<file path="src/sv/stbc_pkg.sv">
package stbc_pkg;

  localparam int unsigned CH_W       = 8;
  localparam int unsigned COUNT_W    = 31;
  localparam int unsigned UNIT_W     = 3;
  localparam int unsigned NUM_ENTRIES = 9;

  localparam logic [COUNT_W-1:0] MAX_COUNT  = {COUNT_W{1'b1}};
  localparam logic [CH_W-1:0]    SPACE_BYTE = 8'h20;
  localparam logic [CH_W-1:0]    ZERO_CHAR  = 8'h30;
  localparam logic [CH_W-1:0]    NINE_CHAR  = 8'h39;

  // Unit codes on the result channel
  localparam logic [UNIT_W-1:0] UNIT_NONE = 3'd0;
  localparam logic [UNIT_W-1:0] UNIT_KIBI = 3'd1;
  localparam logic [UNIT_W-1:0] UNIT_MEBI = 3'd2;
  localparam logic [UNIT_W-1:0] UNIT_GIBI = 3'd3;
  localparam logic [UNIT_W-1:0] UNIT_BAD  = 3'd4;

  // Suffix table: k kb kib m mb mib g gb gib
  function automatic logic [CH_W-1:0] sfx_char(input logic [3:0] idx, input logic [1:0] pos);
    logic [CH_W-1:0] lead;
    logic [CH_W-1:0] c;
    begin
      unique case (idx)
        4'd0, 4'd1, 4'd2: lead = 8'h6B;  // k
        4'd3, 4'd4, 4'd5: lead = 8'h6D;  // m
        default:          lead = 8'h67;  // g
      endcase
      case (pos)
        2'd0: c = lead;
        2'd1: c = (idx == 4'd1 || idx == 4'd4 || idx == 4'd7) ? 8'h62 : 8'h69;  // b or i
        2'd2: c = 8'h62;
        default: c = 8'h00;
      endcase
      sfx_char = c;
    end
  endfunction

  function automatic logic [1:0] sfx_len(input logic [3:0] idx);
    begin
      case (idx)
        4'd0, 4'd3, 4'd6: sfx_len = 2'd1;
        4'd1, 4'd4, 4'd7: sfx_len = 2'd2;
        default:          sfx_len = 2'd3;
      endcase
    end
  endfunction

endpackage

</file>
<file path="src/sv/size_text_to_byte_count.sv">
// Size text to byte count. Feed the characters of a size string one beat at a
// time on in_ch; a zero byte ends the string and produces exactly one result
// beat, every other byte produces none. The string is read as optional leading
// blanks (any byte at or below space), decimal digits, optional blanks, and a
// unit suffix matched case-insensitively against k, kb, kib, m, mb, mib, g,
// gb, gib (first table match wins). The count is the number shifted by 0, 10,
// 20 or 30 bits; both the digit sum and the product saturate at 2^31-1 and set
// out_overflowed. An unknown suffix gives count 0 and unit code 4. Rate: one
// character per clock, sustained while no result is held back by out_stall.
// Each beat passes through the input register, and the terminating zero byte
// then through the result register, from which its result is offered. The
// input register only holds back a zero byte, and stalls the input, while the
// waiting result is itself stalled.
module size_text_to_byte_count
  import stbc_pkg::*;
(
  input  logic               clk,
  input  logic               rst_n,

  input  logic               in_valid,
  output logic               in_stall,
  input  logic [CH_W-1:0]    in_ch,

  output logic               out_valid,
  input  logic               out_stall,
  output logic [COUNT_W-1:0] out_byte_count,
  output logic [UNIT_W-1:0]  out_unit_code,
  output logic               out_overflowed
);

  typedef enum logic [1:0] {
    PH_LEAD  = 2'd0,
    PH_DIGIT = 2'd1,
    PH_MID   = 2'd2,
    PH_SFX   = 2'd3
  } phase_t;

  localparam int unsigned PROD_W = COUNT_W + 4;

  // Input register
  logic               st_valid_r;
  logic [CH_W-1:0]    st_ch_r;

  // Parse state
  phase_t             phase_r, phase_nxt;
  logic [COUNT_W-1:0] number_acc_r, number_acc_nxt;
  logic               sat_flag_r, sat_flag_nxt;
  logic [1:0]         suffix_pos_r, suffix_pos_nxt;
  logic [NUM_ENTRIES-1:0] entry_alive_r, entry_alive_nxt;
  logic [NUM_ENTRIES-1:0] entry_hit_r, entry_hit_nxt;

  // Result register
  logic               out_valid_r;
  logic [COUNT_W-1:0] out_byte_count_r, out_count_nxt;
  logic [UNIT_W-1:0]  out_unit_code_r, out_unit_nxt;
  logic               out_overflowed_r, out_ovf_nxt;

  logic               out_free;
  logic               is_end;
  logic               advance;
  logic               emit;
  logic               is_digit;
  logic               is_blank;
  logic [PROD_W-1:0]  acc_ext;
  logic [PROD_W-1:0]  acc_sum;
  logic [CH_W-1:0]    ch_low;
  logic [NUM_ENTRIES-1:0] sfx_alive;
  logic [NUM_ENTRIES-1:0] sfx_hit;
  logic [1:0]         sfx_pos;
  logic [NUM_ENTRIES-1:0] matched;
  logic [COUNT_W-1:0] limit;

  // Handshake: the result register frees up when empty or being taken;
  // a zero byte may leave the input register only into a free result slot.
  assign out_free = !out_valid_r || !out_stall;
  assign is_end   = (st_ch_r == '0);
  assign advance  = st_valid_r && (!is_end || out_free);
  assign emit     = advance && is_end;
  assign in_stall = st_valid_r && !advance;

  assign out_valid      = out_valid_r;
  assign out_byte_count = out_byte_count_r;
  assign out_unit_code  = out_unit_code_r;
  assign out_overflowed = out_overflowed_r;

  assign is_digit = (st_ch_r >= ZERO_CHAR) && (st_ch_r <= NINE_CHAR);
  assign is_blank = (st_ch_r <= SPACE_BYTE);
  assign ch_low   = st_ch_r | SPACE_BYTE;

  // Accumulate by ten: acc*8 + acc*2 + digit, checked against the cap.
  assign acc_ext = {{(PROD_W-COUNT_W){1'b0}}, number_acc_r};
  assign acc_sum = (acc_ext << 3) + (acc_ext << 1)
                 + {{(PROD_W-4){1'b0}}, st_ch_r[3:0]};

  // One suffix byte against every table entry in parallel.
  always_comb begin
    sfx_alive = entry_alive_r;
    sfx_hit   = entry_hit_r;
    for (int e = 0; e < NUM_ENTRIES; e++) begin
      if (entry_alive_r[e]) begin
        if (suffix_pos_r < sfx_len(4'(e))) begin
          if (ch_low != (sfx_char(4'(e), suffix_pos_r) | SPACE_BYTE)) begin
            sfx_alive[e] = 1'b0;
          end
        end else begin
          sfx_alive[e] = 1'b0;
          if (is_blank) begin
            sfx_hit[e] = 1'b1;
          end
        end
      end
    end
    sfx_pos = (suffix_pos_r == 2'd3) ? suffix_pos_r : suffix_pos_r + 2'd1;
  end

  // Result for a zero byte: pick the unit group, then shift with saturation.
  assign matched = entry_hit_r | entry_alive_r;

  always_comb begin
    out_unit_nxt = UNIT_NONE;
    if (phase_r == PH_SFX) begin
      if (|matched[2:0]) begin
        out_unit_nxt = UNIT_KIBI;
      end else if (|matched[5:3]) begin
        out_unit_nxt = UNIT_MEBI;
      end else if (|matched[8:6]) begin
        out_unit_nxt = UNIT_GIBI;
      end else begin
        out_unit_nxt = UNIT_BAD;
      end
    end

    unique case (out_unit_nxt)
      UNIT_KIBI: limit = MAX_COUNT >> 10;
      UNIT_MEBI: limit = MAX_COUNT >> 20;
      UNIT_GIBI: limit = MAX_COUNT >> 30;
      default:   limit = MAX_COUNT;
    endcase

    out_ovf_nxt = sat_flag_r;
    if (out_unit_nxt == UNIT_BAD) begin
      out_count_nxt = '0;
    end else if (number_acc_r > limit) begin
      out_count_nxt = MAX_COUNT;
      out_ovf_nxt   = 1'b1;
    end else begin
      unique case (out_unit_nxt)
        UNIT_KIBI: out_count_nxt = number_acc_r << 10;
        UNIT_MEBI: out_count_nxt = number_acc_r << 20;
        UNIT_GIBI: out_count_nxt = number_acc_r << 30;
        default:   out_count_nxt = number_acc_r;
      endcase
    end
  end

  // Parse state update for a non-zero byte; a zero byte returns to reset.
  always_comb begin
    phase_nxt       = phase_r;
    number_acc_nxt  = number_acc_r;
    sat_flag_nxt    = sat_flag_r;
    suffix_pos_nxt  = suffix_pos_r;
    entry_alive_nxt = entry_alive_r;
    entry_hit_nxt   = entry_hit_r;
    if (advance) begin
      if (is_end) begin
        phase_nxt       = PH_LEAD;
        number_acc_nxt  = '0;
        sat_flag_nxt    = 1'b0;
        suffix_pos_nxt  = '0;
        entry_alive_nxt = '1;
        entry_hit_nxt   = '0;
      end else begin
        unique case (phase_r)
          PH_LEAD, PH_DIGIT: begin
            if (is_digit) begin
              phase_nxt = PH_DIGIT;
              if (acc_sum > {{(PROD_W-COUNT_W){1'b0}}, MAX_COUNT}) begin
                number_acc_nxt = MAX_COUNT;
                sat_flag_nxt   = 1'b1;
              end else begin
                number_acc_nxt = acc_sum[COUNT_W-1:0];
              end
            end else if (is_blank) begin
              if (phase_r == PH_DIGIT) begin
                phase_nxt = PH_MID;
              end
            end else begin
              phase_nxt       = PH_SFX;
              suffix_pos_nxt  = sfx_pos;
              entry_alive_nxt = sfx_alive;
              entry_hit_nxt   = sfx_hit;
            end
          end
          PH_MID: begin
            if (!is_blank) begin
              phase_nxt       = PH_SFX;
              suffix_pos_nxt  = sfx_pos;
              entry_alive_nxt = sfx_alive;
              entry_hit_nxt   = sfx_hit;
            end
          end
          PH_SFX: begin
            suffix_pos_nxt  = sfx_pos;
            entry_alive_nxt = sfx_alive;
            entry_hit_nxt   = sfx_hit;
          end
          default: begin
            phase_nxt = phase_r;
          end
        endcase
      end
    end
  end

  always_ff @(posedge clk) begin
    if (!rst_n) begin
      st_valid_r    <= 1'b0;
      out_valid_r   <= 1'b0;
      phase_r       <= PH_LEAD;
      number_acc_r  <= '0;
      sat_flag_r    <= 1'b0;
      suffix_pos_r  <= '0;
      entry_alive_r <= '1;
      entry_hit_r   <= '0;
    end else begin
      // Take a new beat whenever the input register empties or advances.
      if (!in_stall) begin
        st_valid_r <= in_valid;
        st_ch_r    <= in_ch;
      end
      phase_r       <= phase_nxt;
      number_acc_r  <= number_acc_nxt;
      sat_flag_r    <= sat_flag_nxt;
      suffix_pos_r  <= suffix_pos_nxt;
      entry_alive_r <= entry_alive_nxt;
      entry_hit_r   <= entry_hit_nxt;
      // Drop a taken result, load a new one.
      if (emit) begin
        out_valid_r      <= 1'b1;
        out_byte_count_r <= out_count_nxt;
        out_unit_code_r  <= out_unit_nxt;
        out_overflowed_r <= out_ovf_nxt;
      end else if (!out_stall) begin
        out_valid_r <= 1'b0;
      end
    end
  end

  // A string end leaves the parser at its reset point.
  a_end_clears: assert property (@(posedge clk) disable iff (!rst_n)
    emit |=> (phase_r == PH_LEAD) && (number_acc_r == '0) && !sat_flag_r)
    else $error("parser state not cleared after string end");

  // The digit sum only saturates at the cap.
  a_sat_at_cap: assert property (@(posedge clk) disable iff (!rst_n)
    sat_flag_r |-> (number_acc_r == MAX_COUNT))
    else $error("saturation flag set below cap");

  // Suffix hits only exist once the suffix phase has started.
  a_hit_in_sfx: assert property (@(posedge clk) disable iff (!rst_n)
    (phase_r != PH_SFX) |-> (entry_hit_r == '0))
    else $error("suffix hit outside suffix phase");

  // An unknown suffix always reports a zero count.
  a_bad_zero: assert property (@(posedge clk) disable iff (!rst_n)
    (out_valid_r && (out_unit_code_r == UNIT_BAD)) |-> (out_byte_count_r == '0))
    else $error("unknown suffix with nonzero count");

endmodule
</file>
<file path="config.mk">
export PLATFORM = sky130hd
export DESIGN_NAME = size_text_to_byte_count
export DESIGN_NICKNAME = d
export VERILOG_FILES = /design/src/sv/stbc_pkg.sv /design/src/sv/size_text_to_byte_count.sv
export SDC_FILE = /design/constraint.sdc
export NUM_CORES = 1
export LEC_CHECK = 0
export BUFFER_PORTS_ARGS = -buffer_cell sky130_fd_sc_hd__buf_2
export CAP_MARGIN = 15
export CORE_AREA = 2 2 161 163
export CTS_CLUSTER_DIAMETER = 80
export DETAILED_ROUTE_END_ITERATION = 8
export DIE_AREA = 0 0 163 165
export GPL_ROUTABILITY_DRIVEN = 0
export GPL_TIMING_DRIVEN = 0
export SLEW_MARGIN = 15
export SYNTH_ARGS = -nofsm -noshare
export SYNTH_HDL_FRONTEND = slang
export SYNTH_SLANG_ARGS = --single-unit
</file>
<file path="constraint.sdc">
create_clock -name clk -period 6.1 [get_ports clk]
set_clock_uncertainty 0.15 [all_clocks]
set_input_delay 1.22 -clock clk [delete_from_list [all_inputs] [get_ports clk]]
set_output_delay 1.22 -clock clk [all_outputs]
set_load 0.02 [all_outputs]
</file>
# ---- After elaboration in Yosys (flattened, before gate mapping)
# Index checks and enable logic that the tools add are counted.
dict set report word_totals {
  reg_bits 99
  latch_bits 0
  ramBits 0
  romBits 0
  in_bits 12
  elab_cells 207
  n_memories 0
}
dict set report classes {
  addsub 3
  multipliers 0
  div_mod_pow 0
  order_cmp 14
  n_eq_ne 23
  n_shift 0
  muxes 125
  bitwise 2
  reduce_logical 28
}
# cell n
set op_table {}
lappend op_table {{$pmux W31 S3} 2}
lappend op_table {{$mux W31} 5}
lappend op_table {{$mux W8} 18}
lappend op_table {{$ne A7 B7 Y1} 9}
lappend op_table {{$pmux W7 S3} 3}
lappend op_table {{$mux W1} 62}
lappend op_table {{$mux W9} 6}
lappend op_table {{$pmux W9 S3} 2}
lappend op_table {{$pmux W7 S2} 3}
lappend op_table {{$mux W2} 18}
lappend op_table {{$add A34 B32 Y35} 1}
lappend op_table {{$add A35 B4 Y35} 1}
lappend op_table {{$gt A35 B31 Y1 const B} 1}
lappend op_table {{$gt A31 B31 Y1} 1}
lappend op_table {{$lt A2 B2 Y1} 9}
lappend op_table {{$le A8 B6 Y1 const B} 2}
lappend op_table {{$mux W3} 4}
lappend op_table {{$or A9 B9 Y9} 1}
lappend op_table {{$reduce_or A3 Y1} 3}
lappend op_table {{$eq A2 B2 Y1 const B} 4}
lappend op_table {{$ge A8 B6 Y1 const B} 1}
lappend op_table {{$logic_not A8 Y1} 1}
lappend op_table {{$reduce_and A4 Y1} 2}
lappend op_table {{$eq A3 B2 Y1 const B} 2}
lappend op_table {{other kinds (19)} 34}

# ---- Longest topological paths before layout
dict set report depth {
  depth_word 13
  ltp_mapped 16
  mapped_depth_nobuf 14
}

# ---- Least setup slack after synthesis
# No wires, ideal clock.
dict set report synth_timing {
  path_kind {register to register}
  startpoint {register entry_alive_r[2]}
  endpoint {register out_byte_count_r[23], in the netlist out_byte_count[23] (data pin)}
  arrival_ns 3.716
  required_ns 5.689
  slack_ns 1.973
  stages_incl_launch_ff 15
  path_cell_list {dfxtp_1 > nor4_1 > nand2_1 > clkbuf_1 > nor4_1 > ha_1 > a21o_1 > a21o_1 > a21oi_1 > o21a_1 > o221ai_1 > a21oi_1 > a221oi_1 > clkbuf_1 > a311o_1}
}
dict set report synth_via {
  elab_chain_len 8
  word_cells_on_any_way 12
}
# element line_no
set synth_lines {}
lappend synth_lines {{from (decl)} size_text_to_byte_count.sv:49} ;# logic [NUM_ENTRIES-1:0] entry_alive_r, entry_alive_nxt;
lappend synth_lines {{from (signal assigned)} size_text_to_byte_count.sv:235} ;# entry_alive_r <= entry_alive_nxt;
lappend synth_lines {{$or A9 B9 Y9 *} size_text_to_byte_count.sv:117} ;# assign matched = entry_hit_r | entry_alive_r;
lappend synth_lines {{$reduce_or A3 Y1 *} size_text_to_byte_count.sv:122} ;# if (|matched[2:0]) begin
lappend synth_lines {{$mux W3 *} size_text_to_byte_count.sv:122}
lappend synth_lines {{$mux W3 *} size_text_to_byte_count.sv:121} ;# if (phase_r == PH_SFX) begin
lappend synth_lines {{$eq A3 B2 Y1 / $eq A3 B1 Y1 (equally long branches)} {size_text_to_byte_count.sv:133, size_text_to_byte_count.sv:147}}
lappend synth_lines {{$pmux W31 S3} size_text_to_byte_count.sv:133} ;# unique case (out_unit_nxt)
lappend synth_lines {{$gt A31 B31 Y1} size_text_to_byte_count.sv:143} ;# end else if (number_acc_r > limit) begin
lappend synth_lines {{$mux W31} size_text_to_byte_count.sv:143}
lappend synth_lines {{to (signal assigned)} size_text_to_byte_count.sv:240} ;# out_byte_count_r <= out_count_nxt;
lappend synth_lines {{to (decl)} size_text_to_byte_count.sv:54} ;# logic [COUNT_W-1:0] out_byte_count_r, out_count_nxt;
# Every way passes the cells marked *; elsewhere a longest branch is shown, timed or not.
# A chain may end at the register's enable or synchronous reset.

# ---- Final worst setup path
dict set report layout_timing {
  startpoint {register entry_alive_r[2]}
  endpoint {register out_byte_count_r[28], in the netlist out_byte_count[28] (data pin)}
}
# The elaborated chain is that of the path after synthesis.

==> run_results.csv <==
group,metric,value,unit
run_status,status,"finished, final reports clean",
critical_path,path_cells,"nor4_1 > nand2_1 > nor2_1 > clkbuf_1 > clkbuf_1 > o21a_1 > ha_1 > a21o_1 > a21o_1 > a221oi_1 > o221ai_1 > a21oi_1 > a221oi_1 > clkbuf_1 > a311o_1",
cts,clockBufferDepth,2,
drt,wl_per_cell,17.1,um
cts,hold_buffers,0,
sta,fin_ws,1.19,ns
power_and_ir_drop,p_leak,3.86,nW
logic_synthesis,synth.distinct_cells,69,
drt,ant_nets,0,
logic_synthesis,synth-async-reset-ratio,0,%
layout,drive_above_1_share,10.2,%
floorplanning,core-area,0.0250,sq mm
logic_synthesis,synthAdderAreaFrac,16.6,%
critical_path,cp-end-kind,"flip-flop",
sta,finalCritPeriodShare,80.4,%
logic_synthesis,synthTopCellsByCount,"101 x nand2_1, 98 x a21oi_1, 96 x ha_1",
power_and_ir_drop,finalPower,0.00138,W
global_routing,grt_overflow,0,
sta,maxSlewHeadroom,36.6,%
logic_synthesis,synth_top_family_by_area,"compound AO/OA/AOI/OAI gates",
sta,finalCriticalPeriod,4.91,ns
sta,worst_slew_pin_slew,0.927,ns
critical_path,crit_type,"flip-flop to flip-flop",
floorplanning,die_h,165,um
critical_path,path_buf_inv,3,
cts,cts_sinks,99,
logic_synthesis,synth_xor_area_share,4.10,%
logic_synthesis,synth.largest_area_cell,"edfxtp_1",
logic_synthesis,avgSynthCellArea,8.73,sq um
global_routing,grt_pass1_wl,33.8,mm
job,cap_violations,0,
logic_synthesis,yosys_warnings,0,
power_and_ir_drop,irDropWorstVdd,0.0903,mV
cts,h-tree-depth,3,
logic_synthesis,synthSimpleGateAreaFrac,16.0,%
cts,cts_tree,"done",
sta,finalSetupViolations,0,
cts,post_cts_resize_count,0,
global_routing,antenna_found_initial,0,
layout,num_antenna_cells,0,
cts,clkSlewWorstSetupHoldPaths,0.07,ns
logic_synthesis,synth_cells,856,
sta,grt_setup_unrepaired,"no",
global_routing,grt_max_degree,20,
place,place_ws,1.26,ns
critical_path,critical-path-top-delay-family,"compound AO/OA/AOI/OAI gates",
critical_path,slowest_delay,0.45,ns
critical_path,critPathLaunchType,"flip-flop",
drt,viasPerCell,5.39,
critical_path,worstPathRequired,6.04,ns
layout,layout.cells.non_filler,1251,
global_routing,grt_use_total,16.0,%
floorplanning,initial_core_util,29.8,%
floorplanning,core.rowCount,58,
floorplanning,io_pins,49,
place,placed_cells,1235,
layout,num-nets-final,1026,
critical_path,cpMostUsedCell,"clkbuf_1",
cts,cts_root_buffer,"clkbuf_16",
floorplanning,dieArea,0.0269,sq mm
logic_synthesis,synthFlopType,"dfxtp_1",
sta,hold_viol,0,
drt,wl,21.5,mm
place,hpwl,16.8,mm
logic_synthesis,syn_nets,966,
logic_synthesis,synth-seq-cells,99,
layout,n_fill_cell,2626,
hold_path,hp-class,"flip-flop to flip-flop",
drt,drt_first_pass_iters,5,
cts,clk_latency,0.36,ns
sta,final.setup.tns,0,ns
logic_synthesis,synth_compound_area_share,26.7,%
logic_synthesis,ys_seq_area_share,32.3,%
critical_path,crit_arrival,4.85,ns
drt,drtIter0Drc,558,
logic_synthesis,yosysTopAreaCellShare,17.3,%
logic_synthesis,synth_edf_count,43,
global_routing,grt_pass1_vias,6261,
layout,syn_to_final_growth,13.1,%
sta,fmax,204,MHz
power_and_ir_drop,cellPowerDensity,164,mW/mm^2
logic_synthesis,synth.mux.area_fraction,0.536,%
logic_synthesis,synth.most_common_cell,"nand2_1",
drt,drc,0,
cts,numCtsBuffers,9,
floorplanning,die_w,163,um
sta,final_max_slew_viol_count,0,
critical_path,crit_fanout,10,
logic_synthesis,syn_area,0.00747,sq mm
place,port_buffers,47,
critical_path,worst_path_max_delay_cell,"o21a_1",
drt,routed-via-count,6742,
cts,post-cts-setup-buffers,0,
logic_synthesis,synth_area_leaders,"edfxtp_1 17%, ha_1 16%, dfxtp_1 15%",
==> final timing paths <==
path / startpoint / end / slack [ns] / cells after the start
worst max-delay path: entry_alive_r[2] / out_byte_count[28] / 1.19 / 15
worst min register to register: entry_hit_r[8] / entry_hit_r[8] / 0.33 / 2
worst max register to register: entry_alive_r[2] / out_byte_count[28] / 1.19 / 15
worst min-delay path: entry_hit_r[8] / entry_hit_r[8] / 0.33 / 2
==> power breakdown <==
| group | internal [W] | switching (W) | leakage (nW) |
|---|---|---|---|
| Sequential | 0.000701 | 0.0000173 | 0.805 |
| Clock | 0.000316 | 0.000254 | 0.135 |
| Combinational | 0.0000351 | 0.0000587 | 2.92 |
==> cells by family (layout without fill, tap and decap cells) <==
logic type / Yosys count / in the layout
flops: 99 / 99
fa+ha+maj: 98 / 98
simple gates: 258 / 258
compound gates: 294 / 294
xor+xnor: 35 / 35
mux: 4 / 4
buf+inv: 68 / 133
==> final cells by class <==
type	count	area, sq um	share of cell area, %
plain buffers	41	183	2.16
clock inverters	5	53.8	0.637
repair buffers	49	268	3.17
well taps	330	413	4.89
clock buffers	11	233	2.75
flip-flops and latches	99	2410	28.5
multi-input cells	689	4790	56.6
inverters	27	101	1.20
==> worst register-to-register path, cell delays in order (launching register included) <==
cell and delay, ns:
dfxtp_1 0.33, nor4_1 0.30, nand2_1 0.22, nor2_1 0.23
clkbuf_1 0.35, clkbuf_1 0.38, o21a_1 0.45, ha_1 0.33
a21o_1 0.18, a21o_1 0.16, a221oi_1 0.26, o221ai_1 0.23
a21oi_1 0.19, a221oi_1 0.16, clkbuf_1 0.30, a311o_1 0.41
==> sequential cells by signal (all words and copies together), names as in the netlist, 2 cells and up <==
name            flops
entry_alive_r       9
entry_hit_r         9
number_acc_r       31
out_byte_count     31
out_unit_code       3
phase_r             2
st_ch_r             8
suffix_pos_r        2
==> cell usage in the layout, fill, tap and decap left out, drive strengths merged, types with 6 or more instances in the layout <==
| cell type | instances |
|---|---|
| a211o | 11 |
| a211oi | 6 |
| a21o | 30 |
| a21oi | 99 |
| a311o | 11 |
| a311oi | 11 |
| and2 | 6 |
| and3 | 12 |
| buf | 64 |
| clkbuf | 37 |
| dfxtp | 56 |
| edfxtp | 43 |
| ha | 96 |
| inv | 25 |
| nand2 | 102 |
| nand2b | 7 |
| nand3 | 16 |
| nand4 | 12 |
| nor2 | 63 |
| nor3 | 12 |
| nor4 | 10 |
| o211ai | 11 |
| o21a | 15 |
| o21ai | 45 |
| o31a | 17 |
| or2 | 6 |
| xnor2 | 21 |
| xor2 | 14 |
==> metal layers <==
metal | GRT usage [%] | up-vias | share of wire (%)
met4 | 5.43 | 0 | 2.1
met1 | 22.4 | 3186 | 49
met3 | 1.91 | 35 | 4.4
li1 | - | 3345 | -
met5 | 0 | - | 0
met2 | 25.3 | 176 | 45
==> stage by stage <==
stage | util, % | area [sq um] | hold WS (ns)
6_report | 33.8 | 8450 | 0.326
5_1_grt | 33.8 | 8450 | 0.348
4_1_cts | 33.8 | 8450 | 0.324
3_5_place_dp | 32.6 | 8160 | 0.306
3_3_place_gp | 32.4 | 8120 | 0.302
2_1_floorplan | - | 7470 | 0.287
Power figures use the tool's default switching activity.
